### src/rtl/uclp_pkg.sv
package uclp_pkg;

  localparam int unsigned NUM_TASKS_DEF = 16;

  // Field widths of one request and one result.
  localparam int unsigned OP_W       = 2;
  localparam int unsigned TASK_W     = 4;
  localparam int unsigned SUM_W      = 44;
  localparam int unsigned TGT_W      = 32;
  localparam int unsigned CLAMP_W    = 11;
  localparam int unsigned IN_DATA_W  = 96;
  localparam int unsigned OUT_DATA_W = 32;

  // Configuration register widths.
  localparam int unsigned GAIN_W     = 10;
  localparam int unsigned UP_W       = 10;
  localparam int unsigned DOWN_W     = 7;
  localparam int unsigned WIN_W      = 9;
  localparam int unsigned CFG_IDX_W  = 3;
  localparam int unsigned CFG_DATA_W = 11;

  // Datapath widths.
  localparam int unsigned G100_W  = 17;  // gain * 100
  localparam int unsigned PROD_W  = 61;  // |error| * gain * 100
  localparam int unsigned DVS_W   = 39;  // target * 100
  localparam int unsigned QUO2_W  = 17;  // step quotient before saturation
  localparam int unsigned STEP_W  = 18;
  localparam int unsigned NC_W    = 20;  // signed new clamp before bounding
  localparam int unsigned LOP_W   = 18;  // default * (100 - down)
  localparam int unsigned HIP_W   = 22;  // default * (100 + up)
  localparam int unsigned RECIP_W = 23;
  localparam int unsigned RPROD_W = HIP_W + RECIP_W;
  localparam int unsigned LIM_HI_W = 15;
  localparam int unsigned CNT_W   = 6;
  localparam int unsigned PC_W    = 4;

  // x / 100 == (x * RECIP_100) >> RECIP_SHIFT for every x below 6.1e6.
  localparam logic [RECIP_W-1:0] RECIP_100   = 23'd5368710;
  localparam int unsigned        RECIP_SHIFT = 29;

  localparam logic [CLAMP_W-1:0] CLAMP_MAX = 11'd1024;
  localparam logic [CLAMP_W-1:0] CLAMP_MIN = 11'd1;
  localparam logic [DOWN_W-1:0]  PCT_FULL  = 7'd100;
  localparam logic [STEP_W-1:0]  STEP_SAT  = 18'h20000;

  // Reset values of the configuration registers.
  localparam logic [CLAMP_W-1:0] FLOOR_RST   = 11'd50;
  localparam logic [CLAMP_W-1:0] DBG_MAX_RST = 11'd1000;
  localparam logic [CLAMP_W-1:0] DBG_MIN_RST = 11'd1000;
  localparam logic [WIN_W-1:0]   WINDOW_RST  = 9'd1;

  typedef enum logic [OP_W-1:0] {
    OP_FIX    = 2'd0,
    OP_SIMPLE = 2'd1,
    OP_DEBUG  = 2'd2,
    OP_NONE   = 2'd3
  } op_e;

  typedef enum logic [CFG_IDX_W-1:0] {
    CFG_GAIN     = 3'd0,
    CFG_UP       = 3'd1,
    CFG_DOWN     = 3'd2,
    CFG_FLOOR    = 3'd3,
    CFG_DBG_MAX  = 3'd4,
    CFG_DBG_MIN  = 3'd5,
    CFG_WINDOW   = 3'd6
  } cfg_idx_e;

  typedef enum logic [3:0] {
    UOP_NOP,
    UOP_DIV1_INIT,
    UOP_DIV1_STEP,
    UOP_ERR,
    UOP_MUL_STEP,
    UOP_DIV2_INIT,
    UOP_DIV2_STEP,
    UOP_LIM_MUL,
    UOP_LIM_DIV,
    UOP_APPLY,
    UOP_FIX,
    UOP_DEBUG
  } uop_e;

  typedef enum logic [2:0] {
    COND_NEVER,
    COND_LOOP,
    COND_SKIP,
    COND_FIX,
    COND_DEBUG
  } cond_e;

  typedef struct packed {
    uop_e              uop;
    cond_e             cond;
    logic [PC_W-1:0]   target;
    logic              cnt_load;
    logic [CNT_W-1:0]  cnt_init;
    logic              emit;
    logic              fin;
  } ctrl_word_t;

  typedef struct packed {
    logic skip;
    logic fix;
    logic debug;
  } item_stat_t;

  typedef struct packed {
    logic [GAIN_W-1:0]  gain;
    logic [UP_W-1:0]    up_margin;
    logic [DOWN_W-1:0]  down_margin;
    logic [CLAMP_W-1:0] simple_floor;
    logic [CLAMP_W-1:0] dbg_max;
    logic [CLAMP_W-1:0] dbg_min;
    logic [WIN_W-1:0]   window;
  } cfg_t;

  localparam logic [PC_W-1:0] PC_DIV1 = 4'd4;
  localparam logic [PC_W-1:0] PC_MUL  = 4'd6;
  localparam logic [PC_W-1:0] PC_DIV2 = 4'd8;
  localparam logic [PC_W-1:0] PC_FIX  = 4'd12;
  localparam logic [PC_W-1:0] PC_DBG  = 4'd13;
  localparam logic [PC_W-1:0] PC_SKIP = 4'd14;

  // Microcode store: one control word per step.
  function automatic ctrl_word_t ucode(input logic [PC_W-1:0] pc);
    ctrl_word_t cw;
    cw = '0;
    cw.uop  = UOP_NOP;
    cw.cond = COND_NEVER;
    case (pc)
      4'd0: begin
        cw.cond   = COND_SKIP;
        cw.target = PC_SKIP;
      end
      4'd1: begin
        cw.cond   = COND_FIX;
        cw.target = PC_FIX;
      end
      4'd2: begin
        cw.cond   = COND_DEBUG;
        cw.target = PC_DBG;
      end
      4'd3: begin
        cw.uop      = UOP_DIV1_INIT;
        cw.cnt_load = 1'b1;
        cw.cnt_init = CNT_W'(SUM_W - 1);
      end
      4'd4: begin
        cw.uop    = UOP_DIV1_STEP;
        cw.cond   = COND_LOOP;
        cw.target = PC_DIV1;
      end
      4'd5: begin
        cw.uop      = UOP_ERR;
        cw.cnt_load = 1'b1;
        cw.cnt_init = CNT_W'(G100_W - 1);
      end
      4'd6: begin
        cw.uop    = UOP_MUL_STEP;
        cw.cond   = COND_LOOP;
        cw.target = PC_MUL;
      end
      4'd7: begin
        cw.uop      = UOP_DIV2_INIT;
        cw.cnt_load = 1'b1;
        cw.cnt_init = CNT_W'(QUO2_W - 1);
      end
      4'd8: begin
        cw.uop    = UOP_DIV2_STEP;
        cw.cond   = COND_LOOP;
        cw.target = PC_DIV2;
      end
      4'd9: begin
        cw.uop = UOP_LIM_MUL;
      end
      4'd10: begin
        cw.uop = UOP_LIM_DIV;
      end
      4'd11: begin
        cw.uop  = UOP_APPLY;
        cw.emit = 1'b1;
        cw.fin  = 1'b1;
      end
      4'd12: begin
        cw.uop  = UOP_FIX;
        cw.emit = 1'b1;
        cw.fin  = 1'b1;
      end
      4'd13: begin
        cw.uop  = UOP_DEBUG;
        cw.emit = 1'b1;
        cw.fin  = 1'b1;
      end
      default: begin
        cw.fin = 1'b1;
      end
    endcase
    return cw;
  endfunction

  // Limit an emitted clamp to 1..1024.
  function automatic logic [CLAMP_W-1:0] lim_out(input logic [CLAMP_W-1:0] v);
    logic [CLAMP_W-1:0] r;
    r = v;
    if (v < CLAMP_MIN) begin
      r = CLAMP_MIN;
    end else if (v > CLAMP_MAX) begin
      r = CLAMP_MAX;
    end
    return r;
  endfunction

endpackage

### src/rtl/uclp_sequencer.sv
module uclp_sequencer (
  input  logic                   clk_i,
  input  logic                   rst_ni,
  input  logic                   start_i,
  input  logic                   stall_i,
  input  uclp_pkg::item_stat_t   stat_i,
  output logic                   busy_o,
  output uclp_pkg::ctrl_word_t   cw_o
);

  logic                        busy_q;
  logic [uclp_pkg::PC_W-1:0]   pc_q;
  logic [uclp_pkg::CNT_W-1:0]  cnt_q;
  uclp_pkg::ctrl_word_t        cw;
  logic                        taken;

  assign cw = uclp_pkg::ucode(pc_q);

  always_comb begin
    case (cw.cond)
      uclp_pkg::COND_LOOP:  taken = (cnt_q != '0);
      uclp_pkg::COND_SKIP:  taken = stat_i.skip;
      uclp_pkg::COND_FIX:   taken = stat_i.fix;
      uclp_pkg::COND_DEBUG: taken = stat_i.debug;
      default:              taken = 1'b0;
    endcase
  end

  always_ff @(posedge clk_i or negedge rst_ni) begin
    if (!rst_ni) begin
      busy_q <= 1'b0;
      pc_q   <= '0;
      cnt_q  <= '0;
    end else if (start_i) begin
      busy_q <= 1'b1;
      pc_q   <= '0;
    end else if (busy_q && !stall_i) begin
      if (cw.fin) begin
        busy_q <= 1'b0;
      end else if (taken) begin
        pc_q <= cw.target;
      end else begin
        pc_q <= pc_q + uclp_pkg::PC_W'(1);
      end
      if (cw.cnt_load) begin
        cnt_q <= cw.cnt_init;
      end else if (cw.cond == uclp_pkg::COND_LOOP) begin
        cnt_q <= cnt_q - uclp_pkg::CNT_W'(1);
      end
    end
  end

  assign busy_o = busy_q;
  assign cw_o   = cw;

endmodule

### src/rtl/uclp_datapath.sv
module uclp_datapath #(
  parameter int unsigned NUM_TASKS = uclp_pkg::NUM_TASKS_DEF
) (
  input  logic                            clk_i,
  input  logic                            rst_ni,
  input  logic                            load_i,
  input  logic [uclp_pkg::OP_W-1:0]       op_i,
  input  logic [uclp_pkg::TASK_W-1:0]     task_index_i,
  input  logic [uclp_pkg::SUM_W-1:0]      time_sum_i,
  input  logic [uclp_pkg::TGT_W-1:0]      target_time_i,
  input  logic [uclp_pkg::CLAMP_W-1:0]    default_clamp_i,
  input  uclp_pkg::cfg_t                  cfg_i,
  input  uclp_pkg::ctrl_word_t            cw_i,
  input  logic                            exec_i,
  output uclp_pkg::item_stat_t            stat_o,
  output logic [uclp_pkg::TASK_W-1:0]     res_task_o,
  output logic [uclp_pkg::CLAMP_W-1:0]    res_max_o,
  output logic [uclp_pkg::CLAMP_W-1:0]    res_min_o
);

  localparam int unsigned IDX_W = (NUM_TASKS > 1) ? $clog2(NUM_TASKS) : 1;

  // Captured request.
  uclp_pkg::op_e                   op_q;
  logic [uclp_pkg::TASK_W-1:0]     task_q;
  logic [uclp_pkg::SUM_W-1:0]      sum_q;   // becomes the average quotient
  logic [uclp_pkg::TGT_W-1:0]      tgt_q;
  logic [uclp_pkg::CLAMP_W-1:0]    dflt_q;

  // Working registers.
  logic [uclp_pkg::WIN_W-1:0]      rem_q;
  logic [uclp_pkg::CLAMP_W-1:0]    cur_raw_q;
  logic                            cur_vld_q;
  logic [uclp_pkg::CLAMP_W-1:0]    cur_q;
  logic                            neg_q;
  logic [uclp_pkg::SUM_W-1:0]      mcand_q;
  logic [uclp_pkg::G100_W-1:0]     mplier_q;
  logic [uclp_pkg::PROD_W-1:0]     acc_q;
  logic [uclp_pkg::DVS_W-1:0]      dvs_q;
  logic [uclp_pkg::PROD_W-1:0]     dsh_q;
  logic [uclp_pkg::QUO2_W-1:0]     quo2_q;
  logic                            sat_q;
  logic [uclp_pkg::LOP_W-1:0]      lo_prod_q;
  logic [uclp_pkg::HIP_W-1:0]      hi_prod_q;
  logic [uclp_pkg::CLAMP_W-1:0]    lo_q;
  logic [uclp_pkg::LIM_HI_W-1:0]   hi_q;

  // Latest clamp per task; valid bits stand in for the reset value of zero.
  logic [uclp_pkg::CLAMP_W-1:0]    mem_q [NUM_TASKS];
  logic [NUM_TASKS-1:0]            valid_q;

  logic [IDX_W-1:0]                idx;
  logic                            in_range;
  logic [uclp_pkg::WIN_W-1:0]      win;
  logic [uclp_pkg::WIN_W:0]        div1_t;
  logic [uclp_pkg::WIN_W:0]        div1_diff;
  logic                            div1_ge;
  logic [uclp_pkg::SUM_W-1:0]      tgt_ext;
  logic                            err_neg;
  logic [uclp_pkg::SUM_W-1:0]      err_mag;
  logic [uclp_pkg::G100_W-1:0]     g100;
  logic [uclp_pkg::DVS_W-1:0]      dvs;
  logic [uclp_pkg::PROD_W-1:0]     mul_next;
  logic [uclp_pkg::PROD_W-1:0]     sat_lim;
  logic                            div2_ge;
  logic [uclp_pkg::DOWN_W-1:0]     down_c;
  logic [uclp_pkg::RPROD_W-1:0]    lo_full;
  logic [uclp_pkg::RPROD_W-1:0]    hi_full;
  logic [uclp_pkg::STEP_W-1:0]     step_mag;
  logic signed [uclp_pkg::NC_W-1:0] cur_s, step_s, hi_s, lo_s, floor_s, top_s;
  logic signed [uclp_pkg::NC_W-1:0] nc0, nc1, nc2, nc3, nc4;
  logic [uclp_pkg::CLAMP_W-1:0]    nc_val;
  logic                            wr_en;
  logic [uclp_pkg::CLAMP_W-1:0]    wr_data;

  assign idx      = IDX_W'(task_q);
  assign in_range = (32'(task_q) < NUM_TASKS);

  assign stat_o.skip  = !in_range || (op_q == uclp_pkg::OP_NONE) ||
                        ((op_q == uclp_pkg::OP_SIMPLE) && (tgt_q == '0));
  assign stat_o.fix   = (op_q == uclp_pkg::OP_FIX);
  assign stat_o.debug = (op_q == uclp_pkg::OP_DEBUG);

  // Average: restoring division of the sum by the window, one bit a step.
  assign win       = (cfg_i.window == '0) ? uclp_pkg::WIN_W'(1) : cfg_i.window;
  assign div1_t    = {rem_q, sum_q[uclp_pkg::SUM_W-1]};
  assign div1_diff = div1_t - {1'b0, win};
  assign div1_ge   = (div1_t >= {1'b0, win});

  // Error magnitude and sign.
  assign tgt_ext = uclp_pkg::SUM_W'(tgt_q);
  assign err_neg = (sum_q < tgt_ext);
  assign err_mag = err_neg ? (tgt_ext - sum_q) : (sum_q - tgt_ext);
  assign g100    = uclp_pkg::G100_W'(cfg_i.gain) * uclp_pkg::G100_W'(uclp_pkg::PCT_FULL);
  assign dvs     = uclp_pkg::DVS_W'(tgt_q) * uclp_pkg::DVS_W'(uclp_pkg::PCT_FULL);

  // Shift-add multiply, multiplier bits taken from the top down.
  assign mul_next = {acc_q[uclp_pkg::PROD_W-2:0], 1'b0} +
                    (mplier_q[uclp_pkg::G100_W-1] ? uclp_pkg::PROD_W'(mcand_q)
                                                  : uclp_pkg::PROD_W'(0));

  // Quotients that do not fit the quotient register saturate; the bounds then win.
  assign sat_lim = uclp_pkg::PROD_W'({dvs_q, {uclp_pkg::QUO2_W{1'b0}}});
  assign div2_ge = (acc_q >= dsh_q);

  assign down_c  = (cfg_i.down_margin > uclp_pkg::PCT_FULL) ? uclp_pkg::PCT_FULL
                                                            : cfg_i.down_margin;
  assign lo_full = uclp_pkg::RPROD_W'(lo_prod_q) * uclp_pkg::RPROD_W'(uclp_pkg::RECIP_100);
  assign hi_full = uclp_pkg::RPROD_W'(hi_prod_q) * uclp_pkg::RPROD_W'(uclp_pkg::RECIP_100);

  // New clamp and its bounds, in signed arithmetic.
  assign step_mag = sat_q ? uclp_pkg::STEP_SAT : uclp_pkg::STEP_W'(quo2_q);
  assign cur_s    = $signed(uclp_pkg::NC_W'(cur_q));
  assign step_s   = $signed(uclp_pkg::NC_W'(step_mag));
  assign hi_s     = $signed(uclp_pkg::NC_W'(hi_q));
  assign lo_s     = $signed(uclp_pkg::NC_W'(lo_q));
  assign floor_s  = $signed(uclp_pkg::NC_W'(cfg_i.simple_floor));
  assign top_s    = $signed(uclp_pkg::NC_W'(uclp_pkg::CLAMP_MAX));
  assign nc0      = neg_q ? (cur_s - step_s) : (cur_s + step_s);
  assign nc1      = (nc0 > hi_s) ? hi_s : nc0;
  assign nc2      = (nc1 < lo_s) ? lo_s : nc1;
  assign nc3      = (nc2 > top_s) ? top_s : nc2;
  assign nc4      = (nc3 < floor_s) ? floor_s : nc3;
  assign nc_val   = nc4[uclp_pkg::CLAMP_W-1:0];

  always_comb begin
    case (cw_i.uop)
      uclp_pkg::UOP_FIX: begin
        wr_data   = dflt_q;
        res_max_o = uclp_pkg::lim_out(dflt_q);
        res_min_o = uclp_pkg::lim_out(dflt_q);
      end
      uclp_pkg::UOP_DEBUG: begin
        wr_data   = cfg_i.dbg_max;
        res_max_o = uclp_pkg::lim_out(cfg_i.dbg_max);
        res_min_o = uclp_pkg::lim_out(cfg_i.dbg_min);
      end
      default: begin
        wr_data   = nc_val;
        res_max_o = uclp_pkg::lim_out(nc_val);
        res_min_o = uclp_pkg::lim_out(nc_val);
      end
    endcase
  end

  assign res_task_o = task_q;
  assign wr_en      = exec_i && cw_i.emit;

  always_ff @(posedge clk_i) begin
    if (wr_en) begin
      mem_q[idx] <= wr_data;
    end
  end

  always_ff @(posedge clk_i or negedge rst_ni) begin
    if (!rst_ni) begin
      valid_q <= '0;
    end else if (wr_en) begin
      valid_q[idx] <= 1'b1;
    end
  end

  always_ff @(posedge clk_i) begin
    if (load_i) begin
      op_q   <= uclp_pkg::op_e'(op_i);
      task_q <= task_index_i;
      sum_q  <= time_sum_i;
      tgt_q  <= target_time_i;
      dflt_q <= default_clamp_i;
    end else if (exec_i) begin
      case (cw_i.uop)
        uclp_pkg::UOP_DIV1_INIT: begin
          rem_q     <= '0;
          cur_raw_q <= mem_q[idx];
          cur_vld_q <= valid_q[idx];
        end
        uclp_pkg::UOP_DIV1_STEP: begin
          rem_q <= div1_ge ? div1_diff[uclp_pkg::WIN_W-1:0]
                           : div1_t[uclp_pkg::WIN_W-1:0];
          sum_q <= {sum_q[uclp_pkg::SUM_W-2:0], div1_ge};
        end
        uclp_pkg::UOP_ERR: begin
          neg_q    <= err_neg;
          mcand_q  <= err_mag;
          mplier_q <= g100;
          acc_q    <= '0;
          dvs_q    <= dvs;
          // A stored clamp of zero falls back to the default clamp.
          cur_q    <= (cur_vld_q && (cur_raw_q != '0)) ? cur_raw_q : dflt_q;
        end
        uclp_pkg::UOP_MUL_STEP: begin
          acc_q    <= mul_next;
          mplier_q <= {mplier_q[uclp_pkg::G100_W-2:0], 1'b0};
        end
        uclp_pkg::UOP_DIV2_INIT: begin
          sat_q  <= (acc_q >= sat_lim);
          dsh_q  <= uclp_pkg::PROD_W'({dvs_q, {(uclp_pkg::QUO2_W - 1){1'b0}}});
          quo2_q <= '0;
        end
        uclp_pkg::UOP_DIV2_STEP: begin
          if (div2_ge) begin
            acc_q <= acc_q - dsh_q;
          end
          quo2_q <= {quo2_q[uclp_pkg::QUO2_W-2:0], div2_ge};
          dsh_q  <= {1'b0, dsh_q[uclp_pkg::PROD_W-1:1]};
        end
        uclp_pkg::UOP_LIM_MUL: begin
          lo_prod_q <= uclp_pkg::LOP_W'(dflt_q) *
                       uclp_pkg::LOP_W'(uclp_pkg::PCT_FULL - down_c);
          hi_prod_q <= uclp_pkg::HIP_W'(dflt_q) *
                       (uclp_pkg::HIP_W'(uclp_pkg::PCT_FULL) +
                        uclp_pkg::HIP_W'(cfg_i.up_margin));
        end
        uclp_pkg::UOP_LIM_DIV: begin
          lo_q <= lo_full[uclp_pkg::RECIP_SHIFT +: uclp_pkg::CLAMP_W];
          hi_q <= hi_full[uclp_pkg::RECIP_SHIFT +: uclp_pkg::LIM_HI_W];
        end
        default: begin
        end
      endcase
    end
  end

endmodule

### src/rtl/uclamp_proportional_regulator_top.sv
// A request that yields no result frees the block without writing the output register.
// A new request is taken only once the sequencer is idle again. In simple mode the
// request runs through the 44-step average divider and the two 17-step multiply and
// step-divide loops of the microcoded datapath. A result waits in an output register.
// Reset clears the configuration to its defaults and every stored clamp at once.
module uclamp_proportional_regulator_top #(
  parameter int unsigned NUM_TASKS = uclp_pkg::NUM_TASKS_DEF
) (
  input  logic                                clk_i,
  input  logic                                rst_ni,
  input  logic                                s_axis_tvalid,
  output logic                                s_axis_tready,
  // op [1:0], task_index [5:2], time_sum [49:6], target_time [81:50],
  // default_clamp [92:82], zero fill [95:93]
  input  logic [uclp_pkg::IN_DATA_W-1:0]      s_axis_tdata,
  output logic                                m_axis_tvalid,
  input  logic                                m_axis_tready,
  // task_out [3:0], clamp_max [14:4], clamp_min [25:15], zero fill [31:26]
  output logic [uclp_pkg::OUT_DATA_W-1:0]     m_axis_tdata,
  input  logic                                cfg_we_i,
  input  logic [uclp_pkg::CFG_IDX_W-1:0]      cfg_idx_i,
  input  logic [uclp_pkg::CFG_DATA_W-1:0]     cfg_wdata_i
);

  uclp_pkg::cfg_t              cfg_q;
  uclp_pkg::ctrl_word_t        cw;
  uclp_pkg::item_stat_t        stat;
  logic                        busy;
  logic                        load;
  logic                        stall;
  logic                        exec;
  logic                        out_valid_q;
  logic [uclp_pkg::TASK_W-1:0]  res_task, out_task_q;
  logic [uclp_pkg::CLAMP_W-1:0] res_max, res_min, out_max_q, out_min_q;

  assign s_axis_tready = !busy;
  assign load          = s_axis_tvalid && s_axis_tready;
  // Only the step that hands over a result waits for the output register.
  assign stall         = cw.emit && out_valid_q && !m_axis_tready;
  assign exec          = busy && !stall;

  always_ff @(posedge clk_i or negedge rst_ni) begin
    if (!rst_ni) begin
      cfg_q.gain         <= '0;
      cfg_q.up_margin    <= '0;
      cfg_q.down_margin  <= '0;
      cfg_q.simple_floor <= uclp_pkg::FLOOR_RST;
      cfg_q.dbg_max      <= uclp_pkg::DBG_MAX_RST;
      cfg_q.dbg_min      <= uclp_pkg::DBG_MIN_RST;
      cfg_q.window       <= uclp_pkg::WINDOW_RST;
    end else if (cfg_we_i) begin
      case (cfg_idx_i)
        uclp_pkg::CFG_GAIN:    cfg_q.gain         <= cfg_wdata_i[uclp_pkg::GAIN_W-1:0];
        uclp_pkg::CFG_UP:      cfg_q.up_margin    <= cfg_wdata_i[uclp_pkg::UP_W-1:0];
        uclp_pkg::CFG_DOWN:    cfg_q.down_margin  <= cfg_wdata_i[uclp_pkg::DOWN_W-1:0];
        uclp_pkg::CFG_FLOOR:   cfg_q.simple_floor <= cfg_wdata_i;
        uclp_pkg::CFG_DBG_MAX: cfg_q.dbg_max      <= cfg_wdata_i;
        uclp_pkg::CFG_DBG_MIN: cfg_q.dbg_min      <= cfg_wdata_i;
        uclp_pkg::CFG_WINDOW:  cfg_q.window       <= cfg_wdata_i[uclp_pkg::WIN_W-1:0];
        default: begin
        end
      endcase
    end
  end

  uclp_sequencer u_seq (
    .clk_i   (clk_i),
    .rst_ni  (rst_ni),
    .start_i (load),
    .stall_i (stall),
    .stat_i  (stat),
    .busy_o  (busy),
    .cw_o    (cw)
  );

  uclp_datapath #(
    .NUM_TASKS (NUM_TASKS)
  ) u_dp (
    .clk_i           (clk_i),
    .rst_ni          (rst_ni),
    .load_i          (load),
    .op_i            (s_axis_tdata[1:0]),
    .task_index_i    (s_axis_tdata[5:2]),
    .time_sum_i      (s_axis_tdata[49:6]),
    .target_time_i   (s_axis_tdata[81:50]),
    .default_clamp_i (s_axis_tdata[92:82]),
    .cfg_i           (cfg_q),
    .cw_i            (cw),
    .exec_i          (exec),
    .stat_o          (stat),
    .res_task_o      (res_task),
    .res_max_o       (res_max),
    .res_min_o       (res_min)
  );

  always_ff @(posedge clk_i or negedge rst_ni) begin
    if (!rst_ni) begin
      out_valid_q <= 1'b0;
    end else if (exec && cw.emit) begin
      out_valid_q <= 1'b1;
    end else if (m_axis_tready) begin
      out_valid_q <= 1'b0;
    end
  end

  always_ff @(posedge clk_i) begin
    if (exec && cw.emit) begin
      out_task_q <= res_task;
      out_max_q  <= res_max;
      out_min_q  <= res_min;
    end
  end

  assign m_axis_tvalid = out_valid_q;
  assign m_axis_tdata  = {6'b0, out_min_q, out_max_q, out_task_q};

  // An accepted request sets the sequencer busy, so no request is taken in the next cycle.
  assert property (@(posedge clk_i) disable iff (!rst_ni)
    s_axis_tvalid && s_axis_tready |=> !s_axis_tready)
    else $error("request accepted while the sequencer should be busy");

  // A result step that is not held must leave a result in the output register.
  assert property (@(posedge clk_i) disable iff (!rst_ni)
    busy && cw.emit && !stall |=> m_axis_tvalid)
    else $error("result step completed without a result");

  assert property (@(posedge clk_i) disable iff (!rst_ni)
    m_axis_tvalid |-> (m_axis_tdata[14:4] >= uclp_pkg::CLAMP_MIN) &&
                      (m_axis_tdata[14:4] <= uclp_pkg::CLAMP_MAX))
    else $error("clamp maximum outside 1..1024");

  assert property (@(posedge clk_i) disable iff (!rst_ni)
    m_axis_tvalid |-> (m_axis_tdata[25:15] >= uclp_pkg::CLAMP_MIN) &&
                      (m_axis_tdata[25:15] <= uclp_pkg::CLAMP_MAX))
    else $error("clamp minimum outside 1..1024");

endmodule

### config.mk
export PLATFORM = sky130hd
export DESIGN_NAME = uclamp_proportional_regulator_top
export DESIGN_NICKNAME = d
export VERILOG_FILES = /design/src/rtl/uclp_pkg.sv /design/src/rtl/uclp_sequencer.sv /design/src/rtl/uclp_datapath.sv /design/src/rtl/uclamp_proportional_regulator_top.sv
export SDC_FILE = /design/constraint.sdc
export NUM_CORES = 2
export LEC_CHECK = 0
export BUFFER_PORTS_ARGS = -buffer_cell sky130_fd_sc_hd__buf_2
export CORE_ASPECT_RATIO = 1.5
export CORE_MARGIN = 2
export CORE_UTILIZATION = 30
export DETAILED_ROUTE_END_ITERATION = 8
export SLEW_MARGIN = 20
export SYNTH_ARGS = -nofsm -noshare
export SYNTH_HDL_FRONTEND = slang
export SYNTH_HIERARCHICAL = 1
export SYNTH_SLANG_ARGS = --single-unit
### constraint.sdc
create_clock -name clk_i -period 22.1 [get_ports clk_i]
set_input_delay 1.105 -clock clk_i [delete_from_list [all_inputs] [get_ports clk_i]]
set_output_delay 1.105 -clock clk_i [all_outputs]
set_load 0.05 [all_outputs]
==> impl_metrics.tcl <==
set metrics [dict create \
    fp.dieH_um 581 \
    cts_setup_buffers 0 \
    layout_commonest_cell "inv_1" \
    numCtsBuffers 79 \
    ff2ff_setup_slack_ps 9630 \
    layout.cells.non_filler 9378 \
    dieArea_um2 226000 \
    crit_arrival_ps 12700 \
    cts-hold-fix-buffers 0 \
    max-cap-violations 0 \
    clk_path_buf_depth 3 \
    worstPathRequired_ps 22320 \
    ir_drop_mv 0.263 \
    fmax_mhz 80.2 \
    cts_num_sinks 721 \
    seq_area_um2 21200 \
    maxSlewViolCount 0 \
    io_buffers 139 \
    place_inst 9225 \
    overflow 0 \
    core_um2 220000 \
    preCtsSetupSlack_ps 9330 \
    path_clk_slew_ps 60 \
    p_int_mw 4.86 \
    status "completed" \
    nets 7950 \
    grt_max_degree 82 \
    crit_path_max_fanout 27 \
    critPathKind "flop to flop" \
    crit_top_cell "a21oi_1" \
    drtAntennaViolNets 0 \
    start_util_pct 30.2 \
    via_count 47000 \
    synthCells 6317 \
    final_cell_mix "inv_1 (979), ha_1 (927), edfxtp_1 (624)" \
    wirelength_um 183000 \
    syn_area_per_cell_um2 10.6 \
    dp_hpwl_um 146000 \
    setup_ws_ps 9630 \
    cts_tree "done" \
    fillers 22100 \
    swShare_pct 44.1 \
    h-tree-depth 3 \
    setup_viol 0 \
    critPathMaxStageDelay_ps 710 \
    combPwrFrac_pct 60.6 \
    total_leakage_power_nw 32.9 \
    yosys_warnings 6 \
    power.density_nw_per_um2 118 \
    postCtsResizedCells 0 \
    crit_slowest_cell "ha_1" \
    cts_root_buffer "clkbuf_16" \
    drc 0 \
    r2r.worst_path.cells 46 \
    grt.total_usage_pct 16.2 \
    cp-start-kind "flop" \
    synthToLayoutAreaGrowth_pct 10.2 \
    firstDrtPassIters 6 \
    cp-end-kind "flop" \
    rsz0062_at_grt "false" \
    tightest_slew_ps 1260 \
    grt_pass1_vias 50200 \
    p_clk_share_pct 15.5 \
    hold_path.class "input pin to asynchronous set/reset pin" \
    clk_latency_ps 680 \
    vias_per_cell 5.02 \
    multi_input_area_um2 41200 \
    drive_gt1_share_pct 9.57 \
    die_w_um 389 \
    place.gp.congestion 0.936 \
    antenna_found_initial 15 \
    p_sw_mw 3.84 \
    period_share_pct 56.4 \
    rows 211 \
    tns_ps 0 \
    io_pins 149 \
    pwr-share-seq_pct 23.9 \
    finalClockSkew_ps 45.0 \
    drt-initial-drc-count 2489 \
    syn-cell-area_um2 66600 \
    grt_pass1_wl_um 286000 \
    maxSlewHeadroom_pct 15.3 \
    wl_per_cell_um 19.5 \
    hold_viol 0 \
    fin_crit_ps 12470 \
]
worst max-delay path, delay by kind of cell, from the launching register on:
family | cells | cell delay (ps)
AO/OA/AOI/OAI | 21 | 4700
AND/OR/NAND/NOR | 15 | 3560
adder cells (fa/ha/maj) | 5 | 1870
buffers and inverters | 4 | 880
flip-flops | 1 | 620
XOR/XNOR | 1 | 340
worst paths after layout:
check / start / endpoint
min in group clk_i: u_dp/res_task_o[1]$_DFFE_PP_ / out_task_q[1]$_DFFE_PP_
max in group asynchronous: rst_ni / cfg_q[65]$_DFFE_PN0P_
setup / recovery: u_dp/sat_q$_DFFE_PP_ / u_dp/mem_q[5][8]$_DFFE_PP_
setup reg to reg: u_dp/sat_q$_DFFE_PP_ / u_dp/mem_q[5][8]$_DFFE_PP_
hold / removal: rst_ni / m_axis_tvalid$_DFFE_PN0P_
hold reg to reg: u_dp/res_task_o[1]$_DFFE_PP_ / out_task_q[1]$_DFFE_PP_
layer usage:
metal  vias up  global-route usage [%]  routed length [µm]
li1      22200                       -                   -
met1     23400                    18.7               72300
met2      1144                    29.5               94200
met3       388                    1.66                6850
met4         4                    7.89                9900
met5         -                       0                  27
power by group through the flow:
stage	logic [mW]	clock network (mW)	registers, mW
after floorplan	3.90	0	2.05
after CTS	5.29	1.40	2.08
after detailed placement	5.23	0	2.11
final	5.27	1.35	2.08
after global placement	5.14	0	2.11
after global routing	5.95	1.45	2.10
metrics by stage:
stage	total power, mW	utilization, %	hold WS (ps)	cell area (µm²)
3_5_place_dp	7.34	32.1	446	70800
3_3_place_gp	7.25	32.1	437	70800
5_1_grt	9.49	33.3	412	73500
6_report	8.70	33.3	420	73500
4_1_cts	8.77	33.3	369	73400
2_1_floorplan	5.95	-	424	66700
final cells by class:
type	count	area share, %
flip-flops and latches	721	28.8
multi-input cells	4446	56.1
inverters	982	5.02
well taps	2875	4.90
clock buffers	95	2.84
repair buffers	202	1.60
diodes	5	0.0170
clock inverters	52	0.707
state kept, by name, indices dropped and copies added (netlist names), 6 cells and up:
signal	flops
u_dp/mem_q	176
cfg_q	69
u_dp/acc_q	61
u_dp/dsh_q	55
u_dp/mcand_q	44
u_dp/sum_q	44
u_dp/dvs_q	37
u_dp/tgt_q	32
u_dp/hi_prod_q	22
u_dp/lo_prod_q	18
u_dp/quo2_q	17
u_dp/valid_q	16
u_dp/hi_q	15
u_dp/mplier_q	15
out_max_q	11
out_min_q	11
u_dp/cur_q	11
u_dp/cur_raw_q	11
u_dp/dflt_q	11
u_dp/lo_q	11
u_dp/rem_q	9
u_seq/cnt_q	6
No activity file was read; power rests on OpenSTA's default activity.
